**config.mk**
```make
export PLATFORM = sky130hd
export DESIGN_NAME = packet_byte_cipher_run_decoder
export DESIGN_NICKNAME = d
export VERILOG_FILES = /design/src/hdl/pbcr_pkg.sv /design/src/hdl/pbcr_front.sv /design/src/hdl/pbcr_queue.sv /design/src/hdl/pbcr_back.sv /design/src/hdl/packet_byte_cipher_run_decoder.sv
export SDC_FILE = /design/constraint.sdc
export NUM_CORES = 1
export LEC_CHECK = 0
export BUFFER_PORTS_ARGS = -buffer_cell sky130_fd_sc_hd__buf_2
export CAP_MARGIN = 5
export CORE_MARGIN = 2
export CORE_UTILIZATION = 50
export CTS_CLUSTER_SIZE = 28
export DETAILED_ROUTE_END_ITERATION = 8
export PLACE_DENSITY = 0.75
export SKIP_CTS_REPAIR_TIMING = 1
export SLEW_MARGIN = 30
export SYNTH_ARGS = -nofsm -noshare
export SYNTH_HDL_FRONTEND = slang
export SYNTH_SLANG_ARGS = --single-unit
export TNS_END_PERCENT = 100
```
**constraint.sdc**
```tcl
create_clock -name clock -period 8.5 [get_ports clock]
set_clock_uncertainty 0.15 [all_clocks]
set_input_delay 2.125 -clock clock [delete_from_list [all_inputs] [get_ports clock]]
set_output_delay 2.125 -clock clock [all_outputs]
set_load 0.01 [all_outputs]
```
**src/hdl/pbcr_pkg.sv**
```systemverilog
// ----------------------------------------------------------------------------
// pbcr_pkg
// Shared types, codes and the nibble character table of the byte cipher
// run decoder.
// ----------------------------------------------------------------------------
package pbcr_pkg;

   localparam int unsigned BYTE_W     = 8;
   localparam int unsigned MODE_W     = 3;
   localparam int unsigned RUN_W      = 7;
   localparam int unsigned CSR_IDX_W  = 2;
   localparam int unsigned Q_DEPTH    = 4;
   localparam int unsigned Q_PTR_W    = $clog2(Q_DEPTH);
   localparam int unsigned Q_CNT_W    = $clog2(Q_DEPTH + 1);

   // cipher modes
   localparam logic [MODE_W-1:0] MODE_SUB     = 3'd0;
   localparam logic [MODE_W-1:0] MODE_ADD     = 3'd1;
   localparam logic [MODE_W-1:0] MODE_SUB_XOR = 3'd2;
   localparam logic [MODE_W-1:0] MODE_ADD_XOR = 3'd3;
   localparam logic [MODE_W-1:0] MODE_MINUS_F = 3'd4;
   localparam logic [MODE_W-1:0] MODE_RAW     = 3'd5;

   // register indexes
   localparam logic [CSR_IDX_W-1:0] CSR_MODE = 2'd0;
   localparam logic [CSR_IDX_W-1:0] CSR_KEY  = 2'd1;

   localparam logic [BYTE_W-1:0] KEY_BASE  = 8'h40;
   localparam logic [BYTE_W-1:0] XOR_MASK  = 8'hC3;
   localparam logic [BYTE_W-1:0] MINUS_OFS = 8'h0F;
   localparam logic [BYTE_W-1:0] SEP_BYTE  = 8'hFF;

   // result slots of one queue entry
   localparam int unsigned SLOT_C0    = 0;
   localparam int unsigned SLOT_C1    = 1;
   localparam int unsigned SLOT_DELIM = 2;
   localparam int unsigned SLOTS      = 3;

   typedef struct packed {
      logic [BYTE_W-1:0] c0;
      logic [BYTE_W-1:0] c1;
      logic [SLOTS-1:0]  mask;
   } entry_type;

   typedef struct packed {
      logic full;
      logic nonempty;
   } q_stat_type;

   function automatic logic [BYTE_W-1:0] nibble_char(input logic [3:0] nib);
      logic [BYTE_W-1:0] c;
      case (nib)
         4'h1:    c = 8'h20;
         4'h2:    c = 8'h2D;
         4'h3:    c = 8'h2E;
         4'h4:    c = 8'h30;
         4'h5:    c = 8'h31;
         4'h6:    c = 8'h32;
         4'h7:    c = 8'h33;
         4'h8:    c = 8'h34;
         4'h9:    c = 8'h35;
         4'hA:    c = 8'h36;
         4'hB:    c = 8'h37;
         4'hC:    c = 8'h38;
         4'hD:    c = 8'h39;
         4'hE:    c = 8'h0A;
         default: c = 8'h00;
      endcase
      return c;
   endfunction

endpackage

```
**src/hdl/pbcr_front.sv**
```systemverilog
// ----------------------------------------------------------------------------
// pbcr_front
// Deciphers each accepted byte, tracks segment and run state and writes
// the results that the byte causes into the queue as one entry.
// ----------------------------------------------------------------------------
module pbcr_front (
   input  logic                                clock,
   input  logic                                reset,
   input  logic                                req_valid,
   output logic                                req_stall,
   input  logic [pbcr_pkg::BYTE_W-1:0]         req_in_byte,
   input  logic                                req_end_of_packet,
   input  logic                                csr_valid,
   input  logic                                csr_ready,
   input  logic [pbcr_pkg::CSR_IDX_W-1:0]      csr_index,
   input  logic [pbcr_pkg::BYTE_W-1:0]         csr_data,
   input  pbcr_pkg::q_stat_type                q_stat,
   output logic                                push,
   output pbcr_pkg::entry_type                 push_entry
);

   logic [pbcr_pkg::MODE_W-1:0] cipher_mode_ff, cipher_mode_in;
   logic [pbcr_pkg::BYTE_W-1:0] cipher_key_ff, cipher_key_in;
   logic [pbcr_pkg::RUN_W-1:0]  run_remaining_ff, run_remaining_in;
   logic                        run_is_packed_ff, run_is_packed_in;
   logic                        segment_nonempty_ff, segment_nonempty_in;

   logic                        accept;
   logic                        marked;
   logic [pbcr_pkg::BYTE_W-1:0] key;
   logic [pbcr_pkg::BYTE_W-1:0] b;
   logic [3:0]                  hi, lo;
   logic                        hi_ok, lo_ok;
   logic [pbcr_pkg::RUN_W-1:0]  run_after_hi;
   pbcr_pkg::entry_type         entry;

   assign req_stall = q_stat.full;
   assign accept    = req_valid && !req_stall;
   assign marked    = (cipher_mode_ff != pbcr_pkg::MODE_RAW);

   always_comb begin
      key = pbcr_pkg::KEY_BASE + cipher_key_ff;
      unique case (cipher_mode_ff)
         pbcr_pkg::MODE_SUB:     b = req_in_byte - key;
         pbcr_pkg::MODE_ADD:     b = req_in_byte + key;
         pbcr_pkg::MODE_SUB_XOR: b = (req_in_byte - key) ^ pbcr_pkg::XOR_MASK;
         pbcr_pkg::MODE_ADD_XOR: b = (req_in_byte + key) ^ pbcr_pkg::XOR_MASK;
         pbcr_pkg::MODE_RAW:     b = req_in_byte;
         default:                b = req_in_byte - pbcr_pkg::MINUS_OFS;
      endcase
   end

   always_comb begin
      hi           = b[7:4];
      lo           = b[3:0];
      hi_ok        = (run_remaining_ff != '0) && (hi != 4'h0) && (hi != 4'hF);
      run_after_hi = run_remaining_ff - {{(pbcr_pkg::RUN_W-1){1'b0}}, hi_ok};
      // a run that ends on the high nibble drops the low nibble
      lo_ok        = (run_after_hi != '0) && (lo != 4'h0) && (lo != 4'hF);

      entry               = '0;
      run_remaining_in    = run_remaining_ff;
      run_is_packed_in    = run_is_packed_ff;
      segment_nonempty_in = segment_nonempty_ff;

      if (accept) begin
         if (b == pbcr_pkg::SEP_BYTE) begin
            entry.mask[pbcr_pkg::SLOT_DELIM] = marked;
            run_remaining_in    = '0;
            run_is_packed_in    = 1'b0;
            segment_nonempty_in = 1'b0;
         end else begin
            segment_nonempty_in = 1'b1;
            if (run_remaining_ff == '0) begin
               run_remaining_in = b[pbcr_pkg::RUN_W-1:0];
               run_is_packed_in = b[7];
            end else if (run_is_packed_ff) begin
               entry.c0 = pbcr_pkg::nibble_char(hi);
               entry.c1 = pbcr_pkg::nibble_char(lo);
               entry.mask[pbcr_pkg::SLOT_C0] = hi_ok;
               entry.mask[pbcr_pkg::SLOT_C1] = lo_ok;
               run_remaining_in = run_after_hi - {{(pbcr_pkg::RUN_W-1){1'b0}}, lo_ok};
            end else begin
               entry.c0 = b ^ 8'hFF;
               entry.mask[pbcr_pkg::SLOT_C0] = 1'b1;
               run_remaining_in = run_remaining_ff - {{(pbcr_pkg::RUN_W-1){1'b0}}, 1'b1};
            end
            if (req_end_of_packet) begin
               entry.mask[pbcr_pkg::SLOT_DELIM] = marked && segment_nonempty_in;
            end
         end
         if (req_end_of_packet) begin
            run_remaining_in    = '0;
            run_is_packed_in    = 1'b0;
            segment_nonempty_in = 1'b0;
         end
      end
   end

   assign push       = accept && (entry.mask != '0);
   assign push_entry = entry;

   always_comb begin
      cipher_mode_in = cipher_mode_ff;
      cipher_key_in  = cipher_key_ff;
      if (csr_valid && csr_ready) begin
         unique case (csr_index)
            pbcr_pkg::CSR_MODE: cipher_mode_in = csr_data[pbcr_pkg::MODE_W-1:0];
            pbcr_pkg::CSR_KEY:  cipher_key_in  = csr_data;
            default: ;
         endcase
      end
   end

   always_ff @(posedge clock) begin
      if (reset) begin
         cipher_mode_ff      <= pbcr_pkg::MODE_MINUS_F;
         cipher_key_ff       <= '0;
         run_remaining_ff    <= '0;
         run_is_packed_ff    <= 1'b0;
         segment_nonempty_ff <= 1'b0;
      end else begin
         cipher_mode_ff      <= cipher_mode_in;
         cipher_key_ff       <= cipher_key_in;
         run_remaining_ff    <= run_remaining_in;
         run_is_packed_ff    <= run_is_packed_in;
         segment_nonempty_ff <= segment_nonempty_in;
      end
   end

   a_eop_clears: assert property (@(posedge clock) disable iff (reset)
      accept && req_end_of_packet |=>
         run_remaining_ff == '0 && !run_is_packed_ff && !segment_nonempty_ff)
      else $error("packet end left run state open");

   a_eop_delim: assert property (@(posedge clock) disable iff (reset)
      accept && req_end_of_packet && marked |-> push && push_entry.mask[pbcr_pkg::SLOT_DELIM])
      else $error("packet end in marked mode gave no delimiter");

   a_sep_clears: assert property (@(posedge clock) disable iff (reset)
      accept && b == pbcr_pkg::SEP_BYTE |=> run_remaining_ff == '0 && !segment_nonempty_ff)
      else $error("separator did not close the segment");

endmodule

```
**src/hdl/pbcr_queue.sv**
```systemverilog
// ----------------------------------------------------------------------------
// pbcr_queue
// Short queue of result entries between the front and back parts.
// ----------------------------------------------------------------------------
module pbcr_queue (
   input  logic                 clock,
   input  logic                 reset,
   input  logic                 push,
   input  pbcr_pkg::entry_type  push_entry,
   input  logic                 pop,
   output pbcr_pkg::entry_type  head_entry,
   output pbcr_pkg::q_stat_type q_stat
);

   pbcr_pkg::entry_type            slot_ff [pbcr_pkg::Q_DEPTH];
   logic [pbcr_pkg::Q_PTR_W-1:0]   wr_ptr_ff, wr_ptr_in;
   logic [pbcr_pkg::Q_PTR_W-1:0]   rd_ptr_ff, rd_ptr_in;
   logic [pbcr_pkg::Q_CNT_W-1:0]   count_ff, count_in;

   assign q_stat.full     = (count_ff == pbcr_pkg::Q_CNT_W'(pbcr_pkg::Q_DEPTH));
   assign q_stat.nonempty = (count_ff != '0);
   assign head_entry      = slot_ff[rd_ptr_ff];

   always_comb begin
      wr_ptr_in = push ? wr_ptr_ff + 1'b1 : wr_ptr_ff;
      rd_ptr_in = pop  ? rd_ptr_ff + 1'b1 : rd_ptr_ff;
      count_in  = count_ff;
      if (push && !pop) begin
         count_in = count_ff + 1'b1;
      end else if (pop && !push) begin
         count_in = count_ff - 1'b1;
      end
   end

   always_ff @(posedge clock) begin
      if (push) begin
         slot_ff[wr_ptr_ff] <= push_entry;
      end
   end

   always_ff @(posedge clock) begin
      if (reset) begin
         wr_ptr_ff <= '0;
         rd_ptr_ff <= '0;
         count_ff  <= '0;
      end else begin
         wr_ptr_ff <= wr_ptr_in;
         rd_ptr_ff <= rd_ptr_in;
         count_ff  <= count_in;
      end
   end

   a_no_overflow: assert property (@(posedge clock) disable iff (reset)
      q_stat.full |-> !push)
      else $error("push into full queue");

   a_no_underflow: assert property (@(posedge clock) disable iff (reset)
      pop |-> q_stat.nonempty)
      else $error("pop from empty queue");

   a_count_range: assert property (@(posedge clock) disable iff (reset)
      count_ff <= pbcr_pkg::Q_CNT_W'(pbcr_pkg::Q_DEPTH))
      else $error("queue count out of range");

endmodule

```
**src/hdl/pbcr_back.sv**
```systemverilog
// ----------------------------------------------------------------------------
// pbcr_back
// Takes entries from the queue and hands out their results one beat at a
// time through an output register, flagging the last result of each byte.
// ----------------------------------------------------------------------------
module pbcr_back (
   input  logic                        clock,
   input  logic                        reset,
   input  pbcr_pkg::entry_type         head_entry,
   input  pbcr_pkg::q_stat_type        q_stat,
   output logic                        pop,
   output logic                        rsp_valid,
   input  logic                        rsp_stall,
   output logic [pbcr_pkg::BYTE_W-1:0] rsp_out_byte,
   output logic                        rsp_is_delimiter,
   output logic                        rsp_last_of_run
);

   logic [pbcr_pkg::BYTE_W-1:0] cur_c0_ff, cur_c0_in;
   logic [pbcr_pkg::BYTE_W-1:0] cur_c1_ff, cur_c1_in;
   logic [pbcr_pkg::SLOTS-1:0]  cur_mask_ff, cur_mask_in;
   logic                        rsp_valid_ff, rsp_valid_in;
   logic [pbcr_pkg::BYTE_W-1:0] rsp_byte_ff, rsp_byte_in;
   logic                        rsp_delim_ff, rsp_delim_in;
   logic                        rsp_last_ff, rsp_last_in;

   logic                        out_free;
   logic                        take;
   logic [pbcr_pkg::SLOTS-1:0]  mask_left;
   logic [pbcr_pkg::BYTE_W-1:0] sel_byte;
   logic                        sel_delim;

   assign out_free = !rsp_valid_ff || !rsp_stall;
   assign take     = out_free && (cur_mask_ff != '0);

   always_comb begin
      // lowest pending slot goes out first
      mask_left = cur_mask_ff;
      sel_byte  = pbcr_pkg::SEP_BYTE;
      sel_delim = 1'b1;
      if (cur_mask_ff[pbcr_pkg::SLOT_C0]) begin
         sel_byte  = cur_c0_ff;
         sel_delim = 1'b0;
         mask_left[pbcr_pkg::SLOT_C0] = 1'b0;
      end else if (cur_mask_ff[pbcr_pkg::SLOT_C1]) begin
         sel_byte  = cur_c1_ff;
         sel_delim = 1'b0;
         mask_left[pbcr_pkg::SLOT_C1] = 1'b0;
      end else begin
         mask_left[pbcr_pkg::SLOT_DELIM] = 1'b0;
      end
   end

   // refill the entry register as soon as its last result moves out
   assign pop = q_stat.nonempty && ((cur_mask_ff == '0) || (take && mask_left == '0));

   always_comb begin
      cur_c0_in   = cur_c0_ff;
      cur_c1_in   = cur_c1_ff;
      cur_mask_in = take ? mask_left : cur_mask_ff;
      if (pop) begin
         cur_c0_in   = head_entry.c0;
         cur_c1_in   = head_entry.c1;
         cur_mask_in = head_entry.mask;
      end

      rsp_valid_in = rsp_valid_ff && rsp_stall;
      rsp_byte_in  = rsp_byte_ff;
      rsp_delim_in = rsp_delim_ff;
      rsp_last_in  = rsp_last_ff;
      if (take) begin
         rsp_valid_in = 1'b1;
         rsp_byte_in  = sel_byte;
         rsp_delim_in = sel_delim;
         rsp_last_in  = (mask_left == '0);
      end
   end

   always_ff @(posedge clock) begin
      cur_c0_ff   <= cur_c0_in;
      cur_c1_ff   <= cur_c1_in;
      rsp_byte_ff  <= rsp_byte_in;
      rsp_delim_ff <= rsp_delim_in;
      rsp_last_ff  <= rsp_last_in;
   end

   always_ff @(posedge clock) begin
      if (reset) begin
         cur_mask_ff  <= '0;
         rsp_valid_ff <= 1'b0;
      end else begin
         cur_mask_ff  <= cur_mask_in;
         rsp_valid_ff <= rsp_valid_in;
      end
   end

   assign rsp_valid        = rsp_valid_ff;
   assign rsp_out_byte     = rsp_byte_ff;
   assign rsp_is_delimiter = rsp_delim_ff;
   assign rsp_last_of_run  = rsp_last_ff;

   a_delim_byte: assert property (@(posedge clock) disable iff (reset)
      rsp_valid_ff && rsp_delim_ff |-> rsp_byte_ff == pbcr_pkg::SEP_BYTE)
      else $error("delimiter beat without separator byte");

   a_take_fills: assert property (@(posedge clock) disable iff (reset)
      take |=> rsp_valid_ff)
      else $error("pending result not moved to output");

   a_pop_loads: assert property (@(posedge clock) disable iff (reset)
      pop |=> cur_mask_ff != '0)
      else $error("empty entry loaded from queue");

endmodule

```
**src/hdl/packet_byte_cipher_run_decoder.sv**
```systemverilog
// ----------------------------------------------------------------------------
// packet_byte_cipher_run_decoder
// Byte cipher and run decoder: deciphers packet bytes, splits segments and
// expands packed and plain runs into characters with segment delimiters.
// ----------------------------------------------------------------------------
// path: a byte's results pass the queue, the entry register and output register
// throughput: one result beat per cycle while rsp_stall is low; a byte has
//   1 to 3 results, all sent through the single output register; bytes with
//   no result push no entry, and a 4-entry queue absorbs the difference
// reset: synchronous; clears run state, queue and output, mode 4 and key 0
module packet_byte_cipher_run_decoder (
   input  logic                                clock,
   input  logic                                reset,
   input  logic                                req_valid,
   output logic                                req_stall,
   input  logic [pbcr_pkg::BYTE_W-1:0]         req_in_byte,
   input  logic                                req_end_of_packet,
   output logic                                rsp_valid,
   input  logic                                rsp_stall,
   output logic [pbcr_pkg::BYTE_W-1:0]         rsp_out_byte,
   output logic                                rsp_is_delimiter,
   output logic                                rsp_last_of_run,
   input  logic                                csr_valid,
   output logic                                csr_ready,
   input  logic [pbcr_pkg::CSR_IDX_W-1:0]      csr_index,
   input  logic [pbcr_pkg::BYTE_W-1:0]         csr_data
);

   logic                 push;
   logic                 pop;
   pbcr_pkg::entry_type  push_entry;
   pbcr_pkg::entry_type  head_entry;
   pbcr_pkg::q_stat_type q_stat;

   assign csr_ready = 1'b1;

   pbcr_front u_front (
      .clock             (clock),
      .reset             (reset),
      .req_valid         (req_valid),
      .req_stall         (req_stall),
      .req_in_byte       (req_in_byte),
      .req_end_of_packet (req_end_of_packet),
      .csr_valid         (csr_valid),
      .csr_ready         (csr_ready),
      .csr_index         (csr_index),
      .csr_data          (csr_data),
      .q_stat            (q_stat),
      .push              (push),
      .push_entry        (push_entry)
   );

   pbcr_queue u_queue (
      .clock      (clock),
      .reset      (reset),
      .push       (push),
      .push_entry (push_entry),
      .pop        (pop),
      .head_entry (head_entry),
      .q_stat     (q_stat)
   );

   pbcr_back u_back (
      .clock            (clock),
      .reset            (reset),
      .head_entry       (head_entry),
      .q_stat           (q_stat),
      .pop              (pop),
      .rsp_valid        (rsp_valid),
      .rsp_stall        (rsp_stall),
      .rsp_out_byte     (rsp_out_byte),
      .rsp_is_delimiter (rsp_is_delimiter),
      .rsp_last_of_run  (rsp_last_of_run)
   );

endmodule
```
==> flow_metrics.tcl, run 1 <==
set metrics [dict create \
    status "finished clean" \
    ys.warnings.count 0 \
    slew_viol_final 0 \
    place_congestion 0.947 \
    cts.reportedPaths.clkPinSlew_ns 0.06 \
    antenna_found_initial 0 \
    crit_fanout 10 \
    drtIter0Drc 272 \
    synth-seq-cells 124 \
    grt_pass1_vias 4751 \
    place_area_um2 6990 \
    ir_drop_mv 0.174 \
    final_util_pct 56.9 \
    synth_area_um2 6720 \
    ys.flop_type "edfxtp_1" \
    hold_violations 0 \
    seqCellArea_um2 3400 \
    max_slew_margin_pct 35.4 \
    setup.worst_path.start_class "input pin" \
    pwr_density_cell_nw_per_um2 340 \
    total_power_mw 2.55 \
    reg2reg_from "u_front.cipher_mode_ff[2]" \
    cts-root-buf "clkbuf_16" \
    multi_input_area_um2 3050 \
    worst-slew-pin-transition_ns 0.969 \
    gr-usage-all-layers_pct 21.5 \
    num_vias 4697 \
    setup_violations 0 \
    initial_core_util_pct 50.9 \
    synthArstFlopShare_pct 0 \
    rows 42 \
    syn_nets 652 \
    fin_cells 810 \
    die_h_um 120 \
    yosysUniqueCellTypes 78 \
    ant_nets 0 \
    fin_crit_sh_pct 87.7 \
    yosysSeqAreaShare_pct 50.7 \
    rsz0062_at_grt "false" \
    hold_class "flop to flop" \
    critPathRequiredTime_ns 8.67 \
    max_freq_mhz 134 \
    syn_inst 598 \
    cts_buffers 17 \
    areaGrowthSynthToFinish_pct 11.6 \
    synth_enable_flop_cells 92 \
    tritoncts "built" \
    worstSetupPathType "input pin to flop" \
    hold_start "u_front.run_remaining_ff[0]" \
    fill_cells 1085 \
    die-area_um2 14400 \
    grt_pass1_wl_um 23800 \
    dp_hpwl_um 10300 \
    drive_gt1_share_pct 17.4 \
    first_pass_iters 5 \
    drt-wirelength-per-cell_um 17.9 \
    numPlacedInstances 781 \
    synth_top_area_share_pct 41.1 \
    viasPerCell 5.80 \
    antenna_cells 0 \
    die_w_um 120 \
    worst_ep_arrival_time_ns 7.62 \
    yosysTopAreaCell "edfxtp_1" \
    ys_top_cells_by_area "edfxtp_1 41%, dfxtp_1 9.5%, mux4_2 5.7%" \
    critical_path.startpoint "req_in_byte[2]" \
    fin_area_um2 7500 \
    p_leak_nw 2.74 \
    core_area_um2 13200 \
    overflow 0 \
    avgSynthCellArea_um2 11.2 \
    h-tree-depth 4 \
    grt_max_degree 34 \
    clock_latency_ns 0.41 \
    cts.path.max_buffers 2 \
    drc 0 \
    fin_tns_setup_ns 0 \
    period_needed_ns 7.45 \
    ios 37 \
    cap_viol_max_count 0 \
    critPathCaptureType "flop" \
    routed_wirelength_um 14500 \
    clock-sinks 124 \
    nNetsFinal 678 \
    port_buffers 35 \
]
-- per-layer routing --
layer,share of wire (%),wire length [µm],track usage (%),vias to the layer above
li1,-,-,-,2280
met1,42,6110,25.6,2253
met2,50,7310,37.0,127
met3,3.9,558,4.90,37
met4,3.6,515,10.3,0
met5,0,0,0,-
-- path summary, 6_finish.rpt --
check        depth (start not counted)  slack, ns                          end
min                                  2       0.34  u_front.run_remaining_ff[0]
min reg2reg                          2       0.34  u_front.run_remaining_ff[0]
max                                 27       1.05  u_front.run_remaining_ff[4]
max reg2reg                         25       2.22  u_front.run_remaining_ff[4]
-- placed cells by master, fill, tap and decap left out, types with 8 or more instances in the layout --
| cell | count |
|---|---|
| a21oi_1 | 40 |
| nor2_1 | 73 |
| edfxtp_1 | 92 |
| nor2b_1 | 8 |
| ha_1 | 27 |
| a211oi_1 | 10 |
| nor3_1 | 15 |
| clkbuf_16 | 17 |
| nand2_1 | 26 |
| mux4_2 | 17 |
| inv_1 | 29 |
| nand2b_1 | 14 |
| dfxtp_1 | 32 |
| nand3_1 | 16 |
| o21ai_0 | 23 |
| buf_2 | 35 |
| mux2i_1 | 16 |
-- kinds of logic after synthesis --
family	count (synthesis)	share of synthesized area (%)
simple gates	197	14.7
xor+xnor	15	2.07
fa+ha+maj	31	6.07
other cells	1	0.0558
mux	35	8.47
flops	124	50.7
buf+inv	63	3.97
compound gates	132	14.0
-- synth_stat cells, drive strengths merged, types with 8 or more instances --
cell / count
buf: 13
a211oi: 10
nand3: 16
nor2b: 8
clkbuf: 19
nor3: 16
a21oi: 41
xor2: 8
inv: 29
mux2i: 16
ha: 27
nand2b: 14
mux4: 17
nor2: 74
o21ai: 25
nand2: 26
edfxtp: 92
dfxtp: 32
-- area by class of cell --
type                            count  area share, %
Multi-Input combinational cell    411           40.7
Clock inverter                     12           1.07
Sequential cell                   124           45.4
Clock buffer                       17           5.67
Timing Repair Buffer               39           2.74
Tap cell                          176           2.94
Inverter                           31           1.55
-- critical path, cell delays in order --
cell and delay (ns):
buf_2 0.15, ha_1 0.46, inv_1 0.10, a221oi_2 0.39, nor4_1 0.11, or4_1 0.49, o311a_4 0.18, nor2_4 0.22
nand2_1 0.12, o22ai_1 0.20, nor2_1 0.07, ha_1 0.25, ha_1 0.28, or2_2 0.31, o22ai_1 0.19, nand2_1 0.09
nor3_1 0.17, a211oi_1 0.10, ha_1 0.24, ha_1 0.27, a21oi_1 0.17, a2bb2oi_1 0.16, o22ai_1 0.09, a21oi_1 0.21
a21o_1 0.14, nand2_1 0.05, a221oi_1 0.26
-- power by group --
part           internal (mW)  switching (mW)  total [mW]
Combinational          0.379           0.528       0.907
Clock                  0.363           0.250       0.613
Sequential             0.926           0.103        1.03
-- sequential cells by signal, indices dropped and copies added, names as in the netlist, 2 cells and up, named ones only --
name and flops:
u_back.cur_c0_ff 8, u_back.cur_c1_ff 6, u_back.cur_mask_ff 3, u_back.rsp_out_byte 8, u_front.cipher_key_ff 8, u_front.cipher_mode_ff 3
u_front.run_remaining_ff 7, u_queue.count_ff 3, u_queue.rd_ptr_ff 2, u_queue.slot_ff 68, u_queue.wr_ptr_ff 2
-- stage by stage --
stage	hold WS (ns)	setup WS, ns
6_report	0.344	1.05
5_1_grt	0.392	0.526
4_1_cts	0.347	1.15
3_5_place_dp	0.339	0.747
3_3_place_gp	0.329	0.929
2_1_floorplan	0.313	1.56
Note: power is estimated with default switching activity, not from simulation.
==> run 2, diff against run 1 <==
PLACE_DENSITY = 0.78   (was 0.75)
clock period = 6.3 ns   (was 8.5 ns; I/O delays follow)
==> run 2 against run 1 <==
  * Sequential power grew 36%
  * Sequential share of layout area is 3.2 points lower
  * First-iteration DRC count is 38% higher
  * Largest cell class unchanged
  * Non-clock buffer count rose by 49
  * Sequential cell count did not move
  * Setup slack lost 0.77 ns
  * Clock-buffer cell count grew 2
  * Final area rose by 7.7%
  * Via count increased by 4.8%
  * Critical path depth stayed put
  * Routed wire length up 7.2%
  * Critical endpoint unchanged
  * Total power grew 49%
==> flow_metrics.tcl, run 2 (synthesized netlist as in run 1, its figures left out) <==
set metrics [dict create \
    layout_common_cells "92 x edfxtp_1, 73 x nor2_1, 53 x buf_4, 38 x a21oi_1, 35 x buf_2" \
    clock_latency_ns 0.41 \
    cts.path.max_buffers 2 \
    grt_max_degree 34 \
    largest_register_ffs 68 \
    reg2reg_from "u_front.cipher_mode_ff[2]" \
    viasPerCell 5.71 \
    wl_met3_um 544 \
    critPathCaptureType "flop" \
    die_w_um 120 \
    drive_gt1_share_pct 26.2 \
    max_slew_margin_pct 37.8 \
    slew_viol_final 0 \
    final_common_cell "edfxtp_1" \
    port_buffers 35 \
    fin_cells 862 \
    critical_path.startpoint "req_in_byte[2]" \
    nNetsFinal 727 \
    max_freq_mhz 166 \
    dp_hpwl_um 10800 \
    regMostFlops "u_queue.slot_ff" \
    wl_met1_um 6420 \
    place_congestion 0.953 \
    initial_core_util_pct 50.9 \
    crit_fanout 7 \
    grt_pass1_wl_um 25500 \
    gr-usage-all-layers_pct 22.9 \
    worst_slack_ns 0.271 \
    routed_wirelength_um 15500 \
    clock-sinks 124 \
    ir_drop_mv 0.229 \
    p_leak_nw 3.06 \
    fin_tns_setup_ns 0 \
    num_vias 4922 \
    fin_crit_sh_pct 95.7 \
    drtIter0Drc 375 \
    cap_viol_max_count 0 \
    core_area_um2 13200 \
    numPlacedInstances 829 \
    period_needed_ns 6.03 \
    areaGrowthSynthToFinish_pct 20.2 \
    critPathRequiredTime_ns 6.47 \
    cts_buffers 17 \
    overflow 0 \
    first_pass_iters 7 \
    cts.reportedPaths.clkPinSlew_ns 0.06 \
    met2_wirelength_um 8240 \
    fill_cells 1020 \
    ant_nets 0 \
    pre_cts_slack_ns -0.538 \
    ios 37 \
    grt_pass1_vias 4997 \
    cts-root-buf "clkbuf_16" \
    setup.worst_path.start_class "input pin" \
    antenna_cells 0 \
    setup_violations 0 \
    top_layer_used "met4" \
    die_h_um 120 \
    worst-slew-pin-transition_ns 0.933 \
    drt-wirelength-per-cell_um 18.0 \
    antenna_found_initial 0 \
    h-tree-depth 4 \
    hold_class "flop to flop" \
    hold_violations 0 \
    drc 0 \
    worst_ep_arrival_time_ns 6.20 \
    status "finished clean" \
    rows 42 \
    hold_start "u_front.run_remaining_ff[0]" \
    pwr_density_cell_nw_per_um2 471 \
    die-area_um2 14400 \
    worstSetupPathType "input pin to flop" \
    final_util_pct 61.2 \
    tritoncts "built" \
    total_power_mw 3.81 \
]
-- run 2: stage by stage --
step | cell area (µm²) | hold WS (ns)
4_1_cts | 7990 | 0.349
3_5_place_dp | 7360 | 0.338
5_1_grt | 8080 | 0.384
3_3_place_gp | 7360 | 0.332
6_report | 8080 | 0.353
2_1_floorplan | 6720 | 0.313
-- run 2: worst paths after layout --
kind         slack (ns)  cells past startpoint                          end
max                0.27                     27  u_front.run_remaining_ff[4]
min                0.35                      2  u_front.run_remaining_ff[0]
max reg2reg        1.05                     25  u_front.run_remaining_ff[4]
min reg2reg        0.35                      2  u_front.run_remaining_ff[0]
-- run 2: report_power, final --
| part | leakage (nW) | internal, mW | switching (mW) |
|---|---|---|---|
| sequential | 1.10 | 1.25 | 0.149 |
| combinational | 1.65 | 0.616 | 0.762 |
| clock | 0.308 | 0.653 | 0.379 |
| total | 3.06 | 2.52 | 1.29 |
-- run 2: worst max-delay path, stage by stage --
cell and delay (ns):
buf_2 0.11, ha_1 0.34, buf_4 0.18, o211ai_1 0.27, a211oi_1 0.11, or3_1 0.38, nand3_1 0.10, o311a_4 0.25
o211ai_4 0.10, o22ai_2 0.15, nor2_1 0.07, ha_2 0.21, ha_2 0.18, or2_2 0.29, o22ai_2 0.14, nand2_1 0.09
nor3_2 0.18, a211oi_2 0.08, ha_2 0.22, ha_2 0.17, a21oi_1 0.12, a2bb2oi_1 0.16, o22ai_1 0.11, a21oi_2 0.19
a21o_1 0.13, nand2_1 0.07, a221oi_2 0.24
-- run 2: routing by layer --
layer  up-vias  GRT usage, %
met5         -             0
met3        24          4.28
li1       2378             -
met4         0          7.57
met2       131          41.8
met1      2389          26.9
-- run 2: area by class of cell --
cell class | count | area [µm²] | area share [%]
clock buffers | 19 | 453 | 5.61
clock inverters | 13 | 175 | 2.17
inverters | 31 | 116 | 1.44
multi-input cells | 411 | 3140 | 38.8
flip-flops and latches | 124 | 3400 | 42.1
well taps | 176 | 220 | 2.73
repair buffers | 88 | 573 | 7.09
